--- config.mk ---
export PLATFORM = sky130hd
export DESIGN_NAME = hrf_front
export DESIGN_NICKNAME = d
export VERILOG_FILES = /design/src/rtl/hrf_pkg.sv /design/src/rtl/hrf_front.sv
export SDC_FILE = /design/constraint.sdc
export NUM_CORES = 1
export LEC_CHECK = 0
export BUFFER_PORTS_ARGS = -buffer_cell sky130_fd_sc_hd__buf_2
export CELL_PAD_IN_SITES_DETAIL_PLACEMENT = 1
export CELL_PAD_IN_SITES_GLOBAL_PLACEMENT = 1
export CORE_ASPECT_RATIO = 1.5
export CORE_MARGIN = 2
export CORE_UTILIZATION = 30
export CTS_BUF_LIST = sky130_fd_sc_hd__clkbuf_4
export CTS_CLUSTER_DIAMETER = 40
export DETAILED_ROUTE_END_ITERATION = 7
export GPL_TIMING_DRIVEN = 0
export PLACE_DENSITY = 0.65
export SYNTH_ARGS = -nofsm -noshare
export SYNTH_HDL_FRONTEND = slang
export SYNTH_SLANG_ARGS = --single-unit
--- constraint.sdc ---
create_clock -name clk -period 8.6 [get_ports clk]
set_clock_uncertainty 0.05 [all_clocks]
set_input_delay 0 -clock clk [delete_from_list [all_inputs] [get_ports clk]]
set_output_delay 0 -clock clk [all_outputs]
set_load 0.02 [all_outputs]
--- src/rtl/hrf_pkg.sv ---
`default_nettype none
// ----------------------------------------------------------------------------
// hrf_pkg
// Shared types and constants for the HID report framer: item codes, the
// command record passed from front to back, and report framing constants.
// ----------------------------------------------------------------------------
package hrf_pkg;

  // item codes on in_func
  localparam logic [1:0] FUNC_BEGIN   = 2'd0;
  localparam logic [1:0] FUNC_PAYLOAD = 2'd1;
  localparam logic [1:0] FUNC_FINISH  = 2'd2;
  localparam logic [1:0] FUNC_POP     = 2'd3;

  // report framing
  localparam int unsigned REPORT_BYTES     = 64;
  localparam int unsigned OFFS_W           = 6;
  localparam logic [OFFS_W-1:0] OFFS_LAST  = OFFS_W'(REPORT_BYTES - 1);
  localparam logic [7:0]  REPORT_MARK      = 8'h3F;  // '?'
  localparam logic [7:0]  HEADER_MARK      = 8'h23;  // '#'
  localparam logic [7:0]  PAD_BYTE         = 8'h00;

  // ring size default
  localparam int unsigned REPORT_SLOTS_DEF = 16;

  // command queue between front and back
  localparam int unsigned CMDQ_DEPTH = 4;
  localparam int unsigned CMDQ_PTR_W = 2;

  // one command: up to eight bytes to append, byte 0 in bits 7:0
  typedef struct packed {
    logic [1:0]  op;
    logic [2:0]  last_idx;
    logic [63:0] bytes;
  } cmd_t;

endpackage : hrf_pkg
`default_nettype wire

--- src/rtl/hrf_front.sv ---
`default_nettype none
// ----------------------------------------------------------------------------
// hrf_front
// Accepts input items, turns each into a command record (header bytes in
// big-endian order, a single payload byte, finish or pop) and holds the
// records in a small queue for the back end.
// ----------------------------------------------------------------------------
module hrf_front
  import hrf_pkg::*;
(
  input  wire logic        clk,
  input  wire logic        rst_n,
  input  wire logic        in_valid,
  output logic             in_stall,
  input  wire logic [1:0]  in_func,
  input  wire logic [15:0] in_msg_id,
  input  wire logic [31:0] in_msg_len,
  input  wire logic [7:0]  in_data_byte,
  output logic             cmd_valid,
  output cmd_t             cmd_head,
  input  wire logic        cmd_done
);

  cmd_t                  q_mem_r [CMDQ_DEPTH];
  logic [CMDQ_PTR_W-1:0] wr_ptr_r, wr_ptr_nxt;
  logic [CMDQ_PTR_W-1:0] rd_ptr_r, rd_ptr_nxt;
  logic [CMDQ_PTR_W:0]   count_r, count_nxt;
  cmd_t                  new_cmd;
  logic                  push;
  logic                  pull;

  // classify the incoming item
  always_comb begin
    new_cmd.op       = in_func;
    new_cmd.last_idx = 3'd0;
    new_cmd.bytes    = {56'd0, in_data_byte};
    unique case (in_func)
      FUNC_BEGIN: begin
        new_cmd.last_idx = 3'd7;
        new_cmd.bytes    = {in_msg_len[7:0], in_msg_len[15:8], in_msg_len[23:16],
                            in_msg_len[31:24], in_msg_id[7:0], in_msg_id[15:8],
                            HEADER_MARK, HEADER_MARK};
      end
      FUNC_PAYLOAD, FUNC_FINISH, FUNC_POP: begin
        new_cmd.last_idx = 3'd0;
      end
      default: begin
        new_cmd.last_idx = 3'd0;
      end
    endcase
  end

  // queue handshake
  assign in_stall  = (count_r == (CMDQ_PTR_W+1)'(CMDQ_DEPTH));
  assign push      = in_valid && !in_stall;
  assign cmd_valid = (count_r != '0);
  assign pull      = cmd_valid && cmd_done;
  assign cmd_head  = q_mem_r[rd_ptr_r];

  // pointer and fill count
  always_comb begin
    wr_ptr_nxt = push ? wr_ptr_r + 1'b1 : wr_ptr_r;
    rd_ptr_nxt = pull ? rd_ptr_r + 1'b1 : rd_ptr_r;
    count_nxt  = count_r;
    if (push && !pull) begin
      count_nxt = count_r + 1'b1;
    end else if (pull && !push) begin
      count_nxt = count_r - 1'b1;
    end
  end

  always_ff @(posedge clk) begin
    if (!rst_n) begin
      wr_ptr_r <= '0;
      rd_ptr_r <= '0;
      count_r  <= '0;
    end else begin
      wr_ptr_r <= wr_ptr_nxt;
      rd_ptr_r <= rd_ptr_nxt;
      count_r  <= count_nxt;
    end
  end

  // queue storage
  always_ff @(posedge clk) begin
    if (push) begin
      q_mem_r[wr_ptr_r] <= new_cmd;
    end
  end

endmodule : hrf_front
`default_nettype wire

==> flow_summary.html <==
<table>
<tr><th>Metric</th><th>Value</th></tr>
<tr><th colspan="2">Routing</th></tr>
<tr><td>Wirelength per Cell</td><td>18.7 um</td></tr>
<tr><td>Drt pass-1 iters</td><td>4</td></tr>
<tr><td># DRC</td><td>0</td></tr>
<tr><td>Remaining number of nets flagged by the antenna check after routing</td><td>0</td></tr>
<tr><td>Number of vias per cell after detailed routing</td><td>4.39</td></tr>
<tr><td>Routed WL</td><td>21300 um</td></tr>
<tr><td>First-iteration detailed-routing DRC count</td><td>181</td></tr>
<tr><td>Total number of vias</td><td>5011</td></tr>
<tr><th colspan="2">Global route</th></tr>
<tr><td>Via count of the first global-routing pass</td><td>5872</td></tr>
<tr><td>Global router's overall resource usage</td><td>13.4%</td></tr>
<tr><td>Overall overflow remaining after global route</td><td>0</td></tr>
<tr><td>Antenna violations before repair</td><td>1</td></tr>
<tr><td>Pin count of the biggest net entering global routing</td><td>40</td></tr>
<tr><td>Global-route wire length before repair</td><td>33200 um</td></tr>
<tr><th colspan="2">Floorplan</th></tr>
<tr><td>Die outline width</td><td>149 um</td></tr>
<tr><td>Die outline area</td><td>33000 um2</td></tr>
<tr><td>I/O pin count</td><td>133</td></tr>
<tr><td>Vert. Die Dim</td><td>221 um</td></tr>
<tr><td>Starting density of the core</td><td>30.5%</td></tr>
<tr><td>Core area</td><td>31000 um2</td></tr>
<tr><td>Row Count</td><td>79</td></tr>
<tr><th colspan="2">Placed design</th></tr>
<tr><td>IO Port Bufs</td><td>126</td></tr>
<tr><td>Weighted congestion at the end of routability-driven global placement</td><td>0.693</td></tr>
<tr><td>HPWL after detailed placement</td><td>13400 um</td></tr>
<tr><th colspan="2">Worst setup path</th></tr>
<tr><td>Beginning of the critical path</td><td>count_r[0]</td></tr>
<tr><td>Family of cells with the greatest summed delay on the critical path</td><td>buffers and inverters</td></tr>
<tr><td>Largest stage delay, worst path</td><td>560 ps</td></tr>
<tr><td>Worst R2R Path Depth</td><td>10</td></tr>
<tr><td>Capturing element type of the critical path</td><td>register</td></tr>
<tr><td>Launching point of the worst reg2reg path</td><td>count_r[0]</td></tr>
<tr><td>CP bufs+invs</td><td>3</td></tr>
<tr><td>Category of the worst setup path launch point</td><td>register</td></tr>
<tr><td>Cells along the critical path</td><td>nor3b_1 -&gt; nor2b_1 -&gt; clkbuf_1 -&gt; ha_1 -&gt; inv_1 -&gt; fa_1 -&gt; xor2_1 -&gt; or3_1 -&gt; a21boi_0 -&gt; dlygate4sd3_1</td></tr>
<tr><td>Endpoint of the most critical setup path</td><td>count_r[2]</td></tr>
<tr><td>Data arrival time of the critical path</td><td>3710 ps</td></tr>
<tr><td>WP data required</td><td>9170 ps</td></tr>
<tr><td>Largest fanout on the critical path</td><td>7</td></tr>
<tr><td>Critical Path Stages</td><td>10</td></tr>
<tr><td>Crit Path Class</td><td>reg2reg</td></tr>
<tr><td>Capturing point of the worst reg2reg path</td><td>count_r[2]</td></tr>
<tr><td>Worst reg-to-reg setup slack</td><td>5460 ps</td></tr>
<tr><td>Slowest cell on crit path</td><td>sky130_fd_sc_hd__dlygate4sd3_1</td></tr>
<tr><th colspan="2">Clocking</th></tr>
<tr><td>Clock Path Buffers</td><td>3</td></tr>
<tr><td>CTS tree</td><td>done</td></tr>
<tr><td>Source-to-sink clock delay at the later pin of the worst-skew pair</td><td>680 ps</td></tr>
<tr><td>Number of clock sinks</td><td>245</td></tr>
<tr><td>H-tree level count</td><td>2</td></tr>
<tr><td>Clock tree root driver cell</td><td>sky130_fd_sc_hd__clkbuf_4</td></tr>
<tr><td>Clock transition at the registers of the reported paths</td><td>70 ps</td></tr>
<tr><td>Number of buffers created by CTS</td><td>60</td></tr>
<tr><th colspan="2">Power and ir drop</th></tr>
<tr><td>Static leakage</td><td>4.32 nW</td></tr>
<tr><td>Cell Pwr Density</td><td>284 nW/um2</td></tr>
<tr><td>Worst voltage drop across the vdd grid</td><td>0.000131 V</td></tr>
<tr><th colspan="2">Synth</th></tr>
<tr><td>Synthesized flop and latch total</td><td>245</td></tr>
<tr><td>Total number of yosys warnings</td><td>0</td></tr>
<tr><td>Gate count after technology mapping</td><td>431</td></tr>
<tr><td>Summed instance area of the synthesized netlist</td><td>9460 um2</td></tr>
<tr><td>Sequential-to-total area share from yosys stat</td><td>76.9%</td></tr>
<tr><td>Average cell area after synthesis</td><td>21.9 um2</td></tr>
<tr><td>Cell variety after synth</td><td>26</td></tr>
<tr><th colspan="2">Worst hold path</th></tr>
<tr><td>Classification of the worst-slack hold path</td><td>in2reg</td></tr>
<tr><td>Worst min-delay path startpoint</td><td>in_func[1]</td></tr>
<tr><th colspan="2">STA</th></tr>
<tr><td>Final count of hold timing violations</td><td>0</td></tr>
<tr><td>Worst Tran Pin Value</td><td>795 ps</td></tr>
<tr><td>Worst rel slew slack</td><td>47.0%</td></tr>
<tr><td>Unrepaired setup endpoints after global routing</td><td>no</td></tr>
<tr><td>Fin. max-slew vios</td><td>0</td></tr>
<tr><td>Period minus WS final</td><td>3140 ps</td></tr>
<tr><td># setup viols final</td><td>0</td></tr>
<tr><td>Fraction of the cycle the final worst path needs</td><td>36.5%</td></tr>
<tr><td>Achievable clock frequency</td><td>318 MHz</td></tr>
<tr><td>Final-layout setup total negative slack</td><td>0 ps</td></tr>
<tr><th colspan="2">Final layout</th></tr>
<tr><td>Final core utilization</td><td>39.1%</td></tr>
<tr><td>Share of layout cells above drive strength 1</td><td>41.5%</td></tr>
<tr><td>Number of nets in the finished design</td><td>758</td></tr>
<tr><td>Area growth from synthesis to layout</td><td>28.3%</td></tr>
<tr><th colspan="2">Run</th></tr>
<tr><td>Number of violations of the max-capacitance limit</td><td>0</td></tr>
<tr><th colspan="2">Status</th></tr>
<tr><td>Run status</td><td>finished clean</td></tr>
</table>
==> cells by family after synthesis <==
| kind of cell | synth area share, % |
|---|---|
| muxes | 14.4 |
| adders and majority gates | 0.873 |
| AOI/OAI and AO/OA | 0.304 |
| other | 0.0397 |
| xor gates and xnor gates | 0.371 |
| and+or+nand+nor | 4.78 |
| DFF | 76.9 |
| buffers and inverters | 2.41 |
==> routing by layer <==
layer	track usage [%]	vias to the layer above	share of wire, %
met5	0	-	0
met4	5.19	0	2.3
met3	2.95	39	4.5
met2	25.0	137	55
met1	14.5	2561	38
li1	-	2274	-
==> flip-flops by register name (all words and copies together) (netlist names), named ones only <==
| name | count |
|---|---|
| q_mem_r | 236 |
| count_r | 3 |
| rd_ptr_r | 2 |
| wr_ptr_r | 2 |
==> layout by cell type (no fill, tap or decap) <==
cell type | Yosys | layout
sky130_fd_sc_hd__fa_1 | 1 | 1
sky130_fd_sc_hd__clkbuf_4 | 0 | 83
sky130_fd_sc_hd__o21ai_0 | 1 | 1
sky130_fd_sc_hd__buf_12 | 2 | 2
sky130_fd_sc_hd__o31ai_1 | 1 | 1
sky130_fd_sc_hd__a21boi_0 | 1 | 1
sky130_fd_sc_hd__or2_2 | 3 | 3
sky130_fd_sc_hd__xor2_1 | 1 | 1
sky130_fd_sc_hd__edfxtp_1 | 236 | 236
sky130_fd_sc_hd__inv_1 | 3 | 3
sky130_fd_sc_hd__buf_2 | 3 | 129
sky130_fd_sc_hd__nor2b_1 | 7 | 7
sky130_fd_sc_hd__dfxtp_1 | 9 | 9
sky130_fd_sc_hd__clkinv_2 | 0 | 4
sky130_fd_sc_hd__clkinv_1 | 0 | 18
sky130_fd_sc_hd__mux2i_1 | 3 | 3
sky130_fd_sc_hd__dlygate4sd3_1 | 0 | 63
sky130_fd_sc_hd__mux4_2 | 59 | 59
sky130_fd_sc_hd__nor3b_1 | 1 | 1
sky130_fd_sc_hd__buf_16 | 0 | 4
sky130_fd_sc_hd__buf_6 | 1 | 1
sky130_fd_sc_hd__and2_1 | 56 | 52
sky130_fd_sc_hd__and2_4 | 0 | 4
sky130_fd_sc_hd__diode_2 | 0 | 2
sky130_fd_sc_hd__o311ai_0 | 1 | 1
sky130_fd_sc_hd__ha_1 | 5 | 5
sky130_fd_sc_hd__bufinv_16 | 0 | 2
sky130_fd_sc_hd__xnor2_1 | 3 | 3
sky130_fd_sc_hd__nand2_1 | 4 | 4
sky130_fd_sc_hd__clkbuf_1 | 12 | 12
sky130_fd_sc_hd__or3_1 | 2 | 2
sky130_fd_sc_hd__nor2_1 | 1 | 1
sky130_fd_sc_hd__buf_4 | 14 | 14
sky130_fd_sc_hd__conb_1 | 1 | 5
==> how the worst min path moves through the flow <==
stage	slack, ps	endpoint	cells after the start
after floorplan	50	q_mem_r[0][67]	0
after global placement	180	q_mem_r[0][67]	1
after detailed placement	200	q_mem_r[0][67]	1
after CTS	1	q_mem_r[0][68]	2
after global routing	5	q_mem_r[2][68]	2
final	100	q_mem_r[0][68]	2
==> synth_stat cells <==
cell type	number	area, um2
sky130_fd_sc_hd__or2_2	3	18.8
sky130_fd_sc_hd__xnor2_1	3	26.3
sky130_fd_sc_hd__o21ai_0	1	5.00
sky130_fd_sc_hd__inv_1	3	11.3
sky130_fd_sc_hd__and2_1	56	350
sky130_fd_sc_hd__a21boi_0	1	7.51
sky130_fd_sc_hd__xor2_1	1	8.76
sky130_fd_sc_hd__buf_2	3	15.0
sky130_fd_sc_hd__fa_1	1	20.0
sky130_fd_sc_hd__nor2b_1	7	43.8
sky130_fd_sc_hd__clkbuf_1	12	45.0
sky130_fd_sc_hd__buf_12	2	40.0
sky130_fd_sc_hd__edfxtp_1	236	7090
sky130_fd_sc_hd__mux2i_1	3	30.0
sky130_fd_sc_hd__nor3b_1	1	7.51
sky130_fd_sc_hd__buf_4	14	105
sky130_fd_sc_hd__ha_1	5	62.6
sky130_fd_sc_hd__mux4_2	59	1330
sky130_fd_sc_hd__or3_1	2	12.5
sky130_fd_sc_hd__conb_1	1	3.75
sky130_fd_sc_hd__o311ai_0	1	8.76
sky130_fd_sc_hd__dfxtp_1	9	180
sky130_fd_sc_hd__nor2_1	1	3.75
sky130_fd_sc_hd__buf_6	1	11.3
sky130_fd_sc_hd__o31ai_1	1	7.51
sky130_fd_sc_hd__nand2_1	4	15.0
==> what timing repair did <==
item / CTS / global route
hold buffers: 63 / 0
endpoints found under the hold margin: 241 / 0
setup buffers: 0 / 0
resized for setup: 0 / 0
==> report_power, final <==
part           internal, W  switching [W]
Sequential         0.00145      0.0000385
Combinational     0.000441       0.000554
Clock             0.000506       0.000453
Total              0.00240        0.00105
==> stage by stage <==
step                hold WS (ps)  cell area, um2  instances  setup WS, ps  power [W]
floorplan                   48.9            9470        435          5760    0.00218
global placement             180           10600        966          4600    0.00247
detailed placement           201           10700        970          6050    0.00251
CTS                         1.19           12100       1140          5490    0.00351
global route                5.23           12100       1142          5270    0.00363
finish                      95.2           12100       1142          5460    0.00344
==> cell type report <==
| class | instances | area (um2) |
|---|---|---|
| fill | 3140 | 18900 |
| clock buffer | 83 | 623 |
| buffer | 32 | 216 |
| tap | 405 | 507 |
| inverter | 3 | 11.3 |
| clock inverter | 24 | 148 |
| multi-input combinational | 155 | 1990 |
| timing repair buffer | 193 | 1370 |
| antenna | 2 | 5.00 |
| sequential | 245 | 7270 |
No activity file was read; power rests on OpenSTA's default activity.
